**config.mk**
```make
export PLATFORM = sky130hd
export DESIGN_NAME = shuffled_park_miller_rng
export DESIGN_NICKNAME = d
export VERILOG_FILES = /design/src/spm_rng_pkg.sv /design/src/spm_rng_ram.sv /design/src/spm_rng_ctrl.sv /design/src/spm_rng_dp.sv /design/src/shuffled_park_miller_rng.sv
export SDC_FILE = /design/constraint.sdc
export NUM_CORES = 2
export LEC_CHECK = 0
export BUFFER_PORTS_ARGS = -buffer_cell sky130_fd_sc_hd__buf_2
export CAP_MARGIN = 20
export CORE_AREA = 2 2 265 463
export DETAILED_ROUTE_END_ITERATION = 10
export DIE_AREA = 0 0 267 465
export PLACE_DENSITY_LB_ADDON = 0.2
export SLEW_MARGIN = 20
export SYNTH_ARGS = -nofsm -noshare
export SYNTH_HDL_FRONTEND = slang
export SYNTH_SLANG_ARGS = --single-unit
```
**constraint.sdc**
```tcl
create_clock -name clk -period 7.7 [get_ports clk]
set_input_delay 2.31 -clock clk [delete_from_list [all_inputs] [get_ports clk]]
set_output_delay 2.31 -clock clk [all_outputs]
set_load 0.05 [all_outputs]
```
**src/spm_rng_pkg.sv**
```systemverilog
`default_nettype none
// ----------------------------------------------------------------------------
// spm_rng_pkg
// Shared types, constants and the Lehmer fold for the shuffled generator.
// ----------------------------------------------------------------------------
package spm_rng_pkg;

  localparam int unsigned STATE_W = 31;
  localparam int unsigned MULT_W  = 15;
  localparam int unsigned PROD_W  = STATE_W + MULT_W;

  localparam logic [MULT_W-1:0]  LEH_MULT = 15'd16807;
  localparam logic [STATE_W-1:0] LEH_MOD  = 31'h7FFF_FFFF;

  typedef enum logic [3:0] {
    ST_IDLE,
    ST_SEED_MUL,
    ST_SEED_RED,
    ST_DRAW_MUL,
    ST_DRAW_RED,
    ST_DRAW_QD,
    ST_DRAW_SLOT,
    ST_DRAW_READ,
    ST_DRAW_DONE
  } rng_state_t;

  typedef struct packed {
    logic load_seed;
    logic step_mul;
    logic step_red;
    logic fill_step;
    logic slot_mul;
    logic slot_q;
    logic slot_qd;
    logic slot_fix;
    logic tbl_read;
    logic finish;
  } rng_cmd_t;

  typedef struct packed {
    logic fill_done;
    logic seeded;
  } rng_status_t;

  // Folds state * 16807 back below 2^31 - 1. The product of a nonzero state
  // folds to less than twice the modulus, so one subtraction suffices.
  function automatic logic [STATE_W-1:0] lehmer_fold(input logic [PROD_W-1:0] prod);
    logic [STATE_W:0] sum;
    sum = {1'b0, prod[STATE_W-1:0]} + {{(STATE_W + 1 - MULT_W){1'b0}}, prod[PROD_W-1:STATE_W]};
    if (sum >= {1'b0, LEH_MOD}) begin
      sum = sum - {1'b0, LEH_MOD};
    end
    return sum[STATE_W-1:0];
  endfunction

endpackage
`default_nettype wire

```
**src/spm_rng_ram.sv**
```systemverilog
`default_nettype none
// ----------------------------------------------------------------------------
// spm_rng_ram
// Generic single-write, single-read RAM with a registered read port.
// ----------------------------------------------------------------------------
module spm_rng_ram #(
  parameter int unsigned WIDTH = 31,
  parameter int unsigned DEPTH = 32
) (
  input  wire                       clk,
  input  wire                       wr_en,
  input  wire [$clog2(DEPTH)-1:0]   wr_addr,
  input  wire [WIDTH-1:0]           wr_data,
  input  wire                       rd_en,
  input  wire [$clog2(DEPTH)-1:0]   rd_addr,
  output logic [WIDTH-1:0]          rd_data
);

  logic [WIDTH-1:0] mem [DEPTH];

  always_ff @(posedge clk) begin
    if (wr_en) begin
      mem[wr_addr] <= wr_data;
    end
    if (rd_en) begin
      rd_data <= mem[rd_addr];
    end
  end

endmodule
`default_nettype wire

```
**src/spm_rng_ctrl.sv**
```systemverilog
`default_nettype none
// ----------------------------------------------------------------------------
// spm_rng_ctrl
// Sequencer for reseed, table fill and shuffled draw; owns the output valid.
// ----------------------------------------------------------------------------
module spm_rng_ctrl (
  input  wire                       clk,
  input  wire                       rst,
  input  wire                       in_valid,
  input  wire                       in_reseed,
  output logic                      in_ready,
  output logic                      out_valid,
  input  wire                       out_ready,
  input  spm_rng_pkg::rng_status_t  status,
  output spm_rng_pkg::rng_cmd_t     cmd
);
  import spm_rng_pkg::*;

  rng_state_t state;
  rng_state_t state_next;
  logic       accept;
  logic       out_free;

  assign accept   = in_valid && (state == ST_IDLE);
  assign out_free = !out_valid || out_ready;

  always_ff @(posedge clk) begin
    if (rst) begin
      state     <= ST_IDLE;
      out_valid <= 1'b0;
    end else begin
      state <= state_next;
      if (cmd.finish) begin
        out_valid <= 1'b1;
      end else if (out_ready) begin
        out_valid <= 1'b0;
      end
    end
  end

  always_comb begin
    state_next = state;
    unique case (state)
      ST_IDLE: begin
        if (accept) begin
          state_next = (in_reseed || !status.seeded) ? ST_SEED_MUL : ST_DRAW_MUL;
        end
      end
      ST_SEED_MUL:  state_next = ST_SEED_RED;
      ST_SEED_RED:  state_next = status.fill_done ? ST_DRAW_MUL : ST_SEED_MUL;
      ST_DRAW_MUL:  state_next = ST_DRAW_RED;
      ST_DRAW_RED:  state_next = ST_DRAW_QD;
      ST_DRAW_QD:   state_next = ST_DRAW_SLOT;
      ST_DRAW_SLOT: state_next = ST_DRAW_READ;
      ST_DRAW_READ: state_next = ST_DRAW_DONE;
      ST_DRAW_DONE: begin
        if (out_free) begin
          state_next = ST_IDLE;
        end
      end
      default:      state_next = ST_IDLE;
    endcase
  end

  always_comb begin
    cmd      = '0;
    in_ready = 1'b0;
    unique case (state)
      ST_IDLE: begin
        in_ready      = 1'b1;
        cmd.load_seed = accept && (in_reseed || !status.seeded);
      end
      ST_SEED_MUL: cmd.step_mul = 1'b1;
      ST_SEED_RED: begin
        cmd.step_red  = 1'b1;
        cmd.fill_step = 1'b1;
      end
      ST_DRAW_MUL: begin
        cmd.step_mul = 1'b1;
        cmd.slot_mul = 1'b1;
      end
      ST_DRAW_RED: begin
        cmd.step_red = 1'b1;
        cmd.slot_q   = 1'b1;
      end
      ST_DRAW_QD:   cmd.slot_qd  = 1'b1;
      ST_DRAW_SLOT: cmd.slot_fix = 1'b1;
      ST_DRAW_READ: cmd.tbl_read = 1'b1;
      ST_DRAW_DONE: cmd.finish   = out_free;
      default: begin
        cmd      = '0;
        in_ready = 1'b0;
      end
    endcase
  end

endmodule
`default_nettype wire

```
**src/spm_rng_dp.sv**
```systemverilog
`default_nettype none
// ----------------------------------------------------------------------------
// spm_rng_dp
// Lehmer stepper, shuffle slot divider, fill counter and shuffle table.
// ----------------------------------------------------------------------------
module spm_rng_dp #(
  parameter int unsigned TABLE_DEPTH  = 32,
  parameter int unsigned WARMUP_STEPS = 8
) (
  input  wire                       clk,
  input  wire                       rst,
  input  wire [30:0]                seed,
  input  spm_rng_pkg::rng_cmd_t     cmd,
  output spm_rng_pkg::rng_status_t  status,
  output logic [30:0]               deviate
);
  import spm_rng_pkg::*;

  localparam int unsigned AW   = $clog2(TABLE_DEPTH);
  localparam int unsigned QW   = AW + 1;
  localparam int unsigned LOOP = TABLE_DEPTH + WARMUP_STEPS;
  localparam int unsigned CW   = $clog2(LOOP + 1);

  localparam logic [63:0] MOD64   = 64'd2147483647;
  localparam logic [63:0] DIV64   = 64'd1 + (MOD64 - 64'd1) / TABLE_DEPTH;
  localparam logic [63:0] RECIP64 = (64'd1 << 31) / DIV64;

  localparam logic [STATE_W-1:0] SLOT_DIV   = DIV64[STATE_W-1:0];
  localparam logic [QW-1:0]      SLOT_RECIP = RECIP64[QW-1:0];
  localparam logic [QW-1:0]      SLOT_MAX   = QW'(TABLE_DEPTH - 1);
  localparam logic [CW-1:0]      LOOP_LAST  = CW'(LOOP - 1);
  localparam logic [CW-1:0]      WARM_CNT   = CW'(WARMUP_STEPS);

  logic [STATE_W-1:0]    lehmer;
  logic [STATE_W-1:0]    last;
  logic [PROD_W-1:0]     prod;
  logic [STATE_W+QW-1:0] qprod;
  logic [QW-1:0]         qest;
  logic [STATE_W+QW-1:0] qd;
  logic [AW-1:0]         slot;
  logic [CW-1:0]         count;
  logic                  seeded;

  logic [STATE_W-1:0]    folded;
  logic [STATE_W-1:0]    seed_clean;
  logic [CW-1:0]         fill_idx;
  logic [STATE_W-1:0]    rem;
  logic [QW-1:0]         qfix;
  logic [AW-1:0]         slot_next;
  logic                  wr_en;
  logic [AW-1:0]         wr_addr;
  logic [STATE_W-1:0]    wr_data;
  logic [STATE_W-1:0]    rd_data;

  assign folded     = lehmer_fold(prod);
  assign seed_clean = (seed == '0 || seed == LEH_MOD) ? STATE_W'(1) : seed;
  assign fill_idx   = LOOP_LAST - count;

  assign status.fill_done = (count == LOOP_LAST);
  assign status.seeded    = seeded;

  always_comb begin
    rem  = last - qd[STATE_W-1:0];
    qfix = (rem >= SLOT_DIV) ? qest + QW'(1) : qest;
    if (qfix > SLOT_MAX) begin
      qfix = SLOT_MAX;
    end
    slot_next = qfix[AW-1:0];
  end

  always_comb begin
    wr_en   = 1'b0;
    wr_addr = slot;
    wr_data = lehmer;
    if (cmd.fill_step && count >= WARM_CNT) begin
      wr_en   = 1'b1;
      wr_addr = fill_idx[AW-1:0];
      wr_data = folded;
    end else if (cmd.finish) begin
      wr_en = 1'b1;
    end
  end

  always_ff @(posedge clk) begin
    if (rst) begin
      count  <= '0;
      seeded <= 1'b0;
    end else begin
      if (cmd.load_seed) begin
        count <= '0;
      end else if (cmd.fill_step) begin
        if (status.fill_done) begin
          seeded <= 1'b1;
          count  <= '0;
        end else begin
          count <= count + CW'(1);
        end
      end
    end
  end

  always_ff @(posedge clk) begin
    if (rst) begin
      lehmer <= STATE_W'(1);
      last   <= '0;
    end else begin
      if (cmd.load_seed) begin
        lehmer <= seed_clean;
      end else if (cmd.step_red) begin
        lehmer <= folded;
      end
      if (cmd.fill_step && status.fill_done) begin
        last <= folded;
      end else if (cmd.finish) begin
        last <= rd_data;
      end
    end
  end

  always_ff @(posedge clk) begin
    if (cmd.step_mul) begin
      prod <= lehmer * LEH_MULT;
    end
    if (cmd.slot_mul) begin
      qprod <= last * SLOT_RECIP;
    end
    if (cmd.slot_q) begin
      qest <= qprod[STATE_W+QW-1:STATE_W];
    end
    if (cmd.slot_qd) begin
      qd <= qest * SLOT_DIV;
    end
    if (cmd.slot_fix) begin
      slot <= slot_next;
    end
    if (cmd.finish) begin
      deviate <= rd_data;
    end
  end

  spm_rng_ram #(
    .WIDTH (STATE_W),
    .DEPTH (TABLE_DEPTH)
  ) u_table (
    .clk     (clk),
    .wr_en   (wr_en),
    .wr_addr (wr_addr),
    .wr_data (wr_data),
    .rd_en   (cmd.tbl_read),
    .rd_addr (slot),
    .rd_data (rd_data)
  );

endmodule
`default_nettype wire

```
**src/shuffled_park_miller_rng.sv**
```systemverilog
`default_nettype none
// ----------------------------------------------------------------------------
// shuffled_park_miller_rng
// Minimal-standard Lehmer generator behind a Bays-Durham shuffle table.
// ----------------------------------------------------------------------------
// Channel   Direction  Payload
// s_axis    in         tuser: operation (1 = reseed then draw), tdata: seed
// m_axis    out        tdata: deviate
//
// A draw runs a Lehmer step, the slot divide and the registered table read,
// then loads the result register once the output register is free; the next
// item can be accepted once the controller is back in idle. A reseed first
// runs TABLE_DEPTH + WARMUP_STEPS Lehmer steps for the warm-up and table fill.
// Each Lehmer step is a multiply, then a modulus fold.
// Reset clears the control state, the last output and the seeded flag and sets
// the Lehmer state to one; the table is filled by every reseed.
// One item is in work at a time; a finished result waits in the output
// register while the next item is accepted.
// ----------------------------------------------------------------------------
module shuffled_park_miller_rng #(
  parameter int unsigned TABLE_DEPTH  = 32,
  parameter int unsigned WARMUP_STEPS = 8
) (
  input  wire         clk,
  input  wire         rst,
  input  wire         s_axis_tvalid,
  output logic        s_axis_tready,
  input  wire [31:0]  s_axis_tdata,   // [30:0] seed, [31] zero
  input  wire         s_axis_tuser,   // [0] operation
  output logic        m_axis_tvalid,
  input  wire         m_axis_tready,
  output logic [31:0] m_axis_tdata    // [30:0] deviate, [31] zero
);
  import spm_rng_pkg::*;

  rng_cmd_t    cmd;
  rng_status_t status;
  logic [30:0] deviate;

  spm_rng_ctrl u_ctrl (
    .clk       (clk),
    .rst       (rst),
    .in_valid  (s_axis_tvalid),
    .in_reseed (s_axis_tuser),
    .in_ready  (s_axis_tready),
    .out_valid (m_axis_tvalid),
    .out_ready (m_axis_tready),
    .status    (status),
    .cmd       (cmd)
  );

  // A draw before any reseed loads a zero seed, which the datapath turns into one.
  spm_rng_dp #(
    .TABLE_DEPTH  (TABLE_DEPTH),
    .WARMUP_STEPS (WARMUP_STEPS)
  ) u_dp (
    .clk     (clk),
    .rst     (rst),
    .seed    (s_axis_tuser ? s_axis_tdata[30:0] : 31'd0),
    .cmd     (cmd),
    .status  (status),
    .deviate (deviate)
  );

  assign m_axis_tdata = {1'b0, deviate};

endmodule
`default_nettype wire
```
## Word level (Yosys, flattened, before mapping)

Memories as Yosys holds them, arrays and structs flattened. A register that Yosys moved wholly into a read port is not among the register bits.
Index checks and enable logic that the tools add are counted.

- Memory bits (writable): 992
- Logic and storage cells: 89
- Bits of input ports: 37
- Bits in registers: 197
- Memory bits (read-only): 0
- Memories: 1
- Output and inout port bits: 34
- Bits in latches: 0

Memories:

| name | depth | width | rd ports | clocked after Yosys merged registers in | write ports | line | text |
|---|---|---|---|---|---|---|---|
| u_dp.u_table.mem | 32 | 31 | 1 | 1 | 1 | spm_rng_ram.sv:19 | `logic [WIDTH-1:0] mem [DEPTH];` |

- Magnitude comparators: 4
- Bitwise operators: 1
- Add/sub/neg operators: 6
- Div/mod/pow operators: 0
- Mux-type cells: 33
- Equal/unequal tests: 12
- Shifts and indexed selects: 0
- Reductions and logical operators: 19
- Multiply operators: 1

Operator list:

| kind | number |
|---|---|
| $mux 31 | 8 |
| $mul 31x15->46 const B | 1 |
| $pmux 4 s9 | 1 |
| $add 31x15->32 | 1 |
| $ge 32x31->1 const B | 1 |
| $eq 31x31->1 const B | 1 |
| $ge 31x27->1 const B | 1 |
| $logic_not 31->1 | 1 |
| $sub 31x31->31 | 1 |
| $sub 31x31->31 const B | 1 |
| $mux 1 | 17 |
| $eq 4x3->1 const B | 4 |
| $mux 6 | 2 |
| $eq 4x2->1 const B | 2 |
| $mux 4 | 2 |
| $add 5x1->6 const B | 1 |
| $add 6x1->6 const B | 1 |
| $eq 6x6->1 const B | 1 |
| $ge 6x4->1 const B | 1 |
| $gt 6x5->1 const B | 1 |
| $reduce_bool 2->1 | 3 |
| $reduce_or 2->1 | 3 |
| $mux 5 | 1 |
| $sub 3x5->5 const A | 1 |
| other kinds (11) | 19 |

## Longest topological paths before layout

- Word-level depth: 7
- Mapped depth: 24
- Gate-level depth less buffers: 23

## By module

A second synthesis with hierarchy kept.

- Cells, all modules: 3922
- Area total of the unflattened synthesis: 55553.3 sq um

By module, submodules not included:

| module | sequential area each (sq um) | area each (sq um) | cells an instance | times used |
|---|---|---|---|---|
| spm_rng_ram | 30719.5 | 39474.1 | 2192 | 1 |
| spm_rng_dp | 3773.6 | 15454.8 | 1650 | 1 |
| spm_rng_ctrl | 100.1 | 365.4 | 44 | 1 |
| shuffled_park_miller_rng | 0.0 | 259.0 | 36 | 1 |

## Least setup slack after synthesis

OpenSTA, ideal clock, no wires.

- Path type: register to register
- Start point: register u_dp.lehmer[13]
- End point: register u_dp.prod[43] (data pin)
- Data arrival time: 5.746 ns
- Stages on the path, launching flop included: 23
- Path slack: 1.669 ns
- Data required time: 7.415 ns
- Buffers on the path: 0
- Setup time: 0.285 ns
- Period minus slack after synthesis: 6.031 ns
- Path through: dfxtp_1 -> inv_1 -> fa_1 -> inv_1 -> ha_1 -> fa_1 -> inv_1 -> fa_1 -> inv_1 -> fa_1 -> inv_1 -> fa_1 -> inv_1 -> ha_1 -> and3_1 -> nand4_1 -> a21oi_1 -> a21oi_1 -> a31oi_1 -> a21oi_1 -> o311a_1 -> o31ai_1 -> o311ai_0

- Cells in the longest elaborated chain, start to end: 1

RTL lines:

| item | line | text |
|---|---|---|
| start: declaration | spm_rng_dp.sv:34 | `logic [STATE_W-1:0] lehmer;` |
| start signal: assignment | spm_rng_dp.sv:108 | `lehmer <= seed_clean;` |
| start signal: assignment | spm_rng_dp.sv:110 | `lehmer <= folded;` |
| $mul 31x15->46 | spm_rng_dp.sv:122 | `prod <= lehmer * LEH_MULT;` |
| end signal: assignment | spm_rng_dp.sv:122 |  |
| end: declaration | spm_rng_dp.sv:36 | `logic [PROD_W-1:0] prod;` |

No other way between the ends.
A chain may end at the register's enable or synchronous reset.

## Final worst setup path

- Start point: register u_dp.lehmer[18]
- End point: register u_dp.prod[39] (data pin)

The elaborated chain is that of the path after synthesis.

==> impl_metrics.ini <==
[run_status]
status = completed

[sta]
setup_viol = 0
slew_viol_final = 0
period_share_pct = 87.3
hold_viol = 0
finalClockSkew_ns = 0.0284
fmax_mhz = 149
hold-worst-slack_ns = 0.422
slew_headroom_pct = 20.4
finalSetupTns_ns = 0
tightest_slew_ns = 1.16
rsz0062_at_grt = false
finalCriticalPeriod_ns = 6.72

[synth]
synth_mux_area_share_pct = 13.7
yosys.cell_types.count = 78
syn_inst = 3106
synth_area_um2 = 53800
yosysTopAreaCell = edfxtp_1
synthAdderAreaFrac_pct = 9.92
ys_ff_latch = 1168
syn_avg_cell_area_um2 = 17.3
yosys_warnings = 0
synth_top_area_share_pct = 62.5
netlist_top_cells_area = edfxtp_1 62%, mux4_2 13%, fa_1 5.0%
seq_area_frac_synth_pct = 64.2
synth-edff-count = 1120
ys.flop_type = edfxtp_1
synth_top_family_by_area = multiplexers
synthArstFlopShare_pct = 0
syn_nets = 3489
synth-xor-area-share_pct = 1.28
yosys.area_share.simple_pct = 3.70
synth-compound-area-share_pct = 4.12

[cts]
clock_latency_ns = 0.71
cts-root-buf = clkbuf_16
post_cts_resized = 0
cts_sinks = 1168
path_clk_slew_ns = 0.07
htreeDepth = 3
cts.path.max_buffers = 3
hold_buffers = 0
postCtsSetupBuffers = 0
cts_made_buffers = 102
cts_tree = done

[power_and_ir_drop]
p_seq_share_pct = 41.6
combPwrFrac_pct = 30.5
pwr-share-clk_pct = 27.9
vdd_ir_drop_max_uv = 235
p_total_mw = 18.3
p_int_mw = 12.3
powerDensity_nw_per_um2 = 303
p_sw_mw = 6.05
swShare_pct = 33.0
p_leak_nw = 21.4

[drt]
route.detailed.drc = 0
routedWlPerCell_um = 28.7
via_per_inst = 5.80
vias = 28800
final_antenna_net_count = 0
drt_iter0_markers = 2265
routed_wl_um = 142000
drt_first_pass_iters = 5

[floorplanning]
dieArea_um2 = 124000
ioPinCount = 71
die_w_um = 267
die_y_um = 465
row_count = 169
coreArea_um2 = 121000
start_util_pct = 44.6

[placement]
dp_hpwl_um = 91900
port_buffers = 68
place_inst = 4776
gp_congestion = 0.936

[global_routing]
grt_max_degree = 130
grt_overflow = 0
grtUsageTotal_pct = 23.4
grt_pass1_vias = 30800
grt_first_pass_wirelength_um = 207000
antenna_found_initial = 2

[hold_path]
hold_path_class = reg -> reg

[layout]
multi_input_area_um2 = 18100
fillers = 9981
synthToLayoutAreaGrowth_pct = 12.2
drive_gt1_share_pct = 22.6
nNetsFinal = 3640
stdcell_count = 4961
regArea_um2 = 34600
diodes = 0

[setup_path]
cp.arrival_ns = 7.18
critPathCaptureType = flop
crit_path_start_kind = flop
crit_type = reg -> reg
path_max_fanout = 7
critPathRequiredTime_ns = 8.15

[flow_run]
cap_violations = 0
[placed cells by master, fill, tap and decap left out, types with 27 or more instances in the layout]
cell / count
a21o_1: 38
a21oi_1: 83
buf_2: 68
buf_4: 96
clkbuf_16: 103
dfxtp_1: 48
edfxtp_1: 1120
fa_1: 135
ha_1: 211
inv_1: 307
mux2_2: 32
mux4_2: 310
nand2_1: 119
nand3_1: 34
nand4_1: 27
nor2_1: 60
nor2_4: 34
nor3_1: 28
o21ai_0: 34
xnor2_1: 44
xor2_1: 35
[stage by stage]
step                      utilization (%)  setup WS, ns  cell area [um2]
after floorplan                         -          1.67            53800
after global placement               47.2         0.946            57000
after detailed placement             47.2         0.975            57000
after CTS                            49.9         0.964            60300
after global routing                 50.0         0.592            60400
final                                50.0         0.976            60400
[final cells by class]
type / instances / area share (%)
clock buffer: 117 / 4.35
clock inverter: 67 / 1.04
inverter: 309 / 1.92
multi-input combinational: 1503 / 30.0
sequential: 1168 / 57.3
tap: 1624 / 3.36
timing repair buffer: 173 / 2.04
[cell usage after synthesis (5+ instances only)]
master,count
dfxtp_1,48
a211oi_1,22
ha_1,211
o21a_1,7
and3_1,19
nor4_1,17
nand2_1,119
mux2_2,32
clkbuf_1,103
nand3_1,34
a22oi_1,7
nor4b_1,5
xnor2_1,44
xor2_1,35
o21bai_1,8
nand3b_1,5
a2111oi_0,21
o21ai_0,64
buf_2,5
o31ai_1,10
nand4_1,27
a21oi_1,84
fa_1,135
nor3_1,29
nor2b_1,8
a31oi_1,9
nand2b_1,16
edfxtp_1,1120
mux4_2,310
buf_1,16
a221oi_1,12
o22ai_1,7
nor2_1,94
inv_1,307
and4_1,6
a21o_1,38
[worst max-delay path, cell delays in order (launching register included)]
cell and delay, ns:
dfxtp_1 0.31, buf_4 0.22, inv_1 0.19, fa_1 0.52, inv_1 0.04, ha_1 0.26
inv_1 0.05, fa_1 0.50, inv_1 0.05, fa_1 0.48, fa_1 0.49, inv_1 0.05
fa_1 0.48, inv_1 0.04, ha_1 0.34, a21o_1 0.20, a21o_1 0.17, a21oi_1 0.17
and2_1 0.15, a31oi_1 0.08, a21oi_1 0.72, o21ai_0 0.28, a21oi_1 0.34, o21ai_0 0.17
xor2_1 0.16
[final timing paths]
path,from,end,slack (ns),cells past startpoint
setup / recovery,u_dp.lehmer[18]$_SDFFE_PP0P_,u_dp.prod[39]$_DFFE_PP_,0.98,24
hold reg to reg,u_dp.qprod[35]$_DFFE_PP_,u_dp.qest[4]$_DFFE_PP_,0.42,0
hold / removal,u_dp.qprod[35]$_DFFE_PP_,u_dp.qest[4]$_DFFE_PP_,0.42,0
setup reg to reg,u_dp.lehmer[18]$_SDFFE_PP0P_,u_dp.prod[39]$_DFFE_PP_,0.98,24
[metal layers]
layer | vias up | track usage (%) | part of all wire (%)
met2 | 884 | 43.7 | 55
met1 | 15300 | 26.5 | 36
met5 | - | 0 | 0
li1 | 12400 | - | -
met3 | 283 | 2.60 | 4.1
met4 | 0 | 11.2 | 5.1
[registers in the layout, summed over array words and instances (netlist names)]
register              flops
u_dp.prod                46
u_dp.seeded               1
u_dp.qd                   5
u_dp.u_table.mem        992
u_dp.count                6
u_dp.slot                 5
u_ctrl.out_valid          1
u_dp.qest                 5
u_dp.lehmer              31
u_dp.u_table.rd_data     31
u_dp.qprod                5
u_dp.last                 5
u_dp.deviate             31
u_ctrl.state              4
[power by group through the flow]
stage / clock network (mW) / logic, mW / registers, mW
finish: 5.12 / 5.58 / 7.63
global route: 5.44 / 6.25 / 7.62
CTS: 5.22 / 5.60 / 7.62
detailed placement: 0 / 5.57 / 7.76
global placement: 0 / 5.50 / 7.76
floorplan: 0 / 3.85 / 7.66
[cells by family after synthesis]
group | count (synthesis)
xor+xnor | 79
other cells | 1
fa+ha+maj | 346
mux | 344
compound gates | 328
flops | 1168
simple gates | 405
buf+inv | 435
Power figures use the tool's default switching activity.
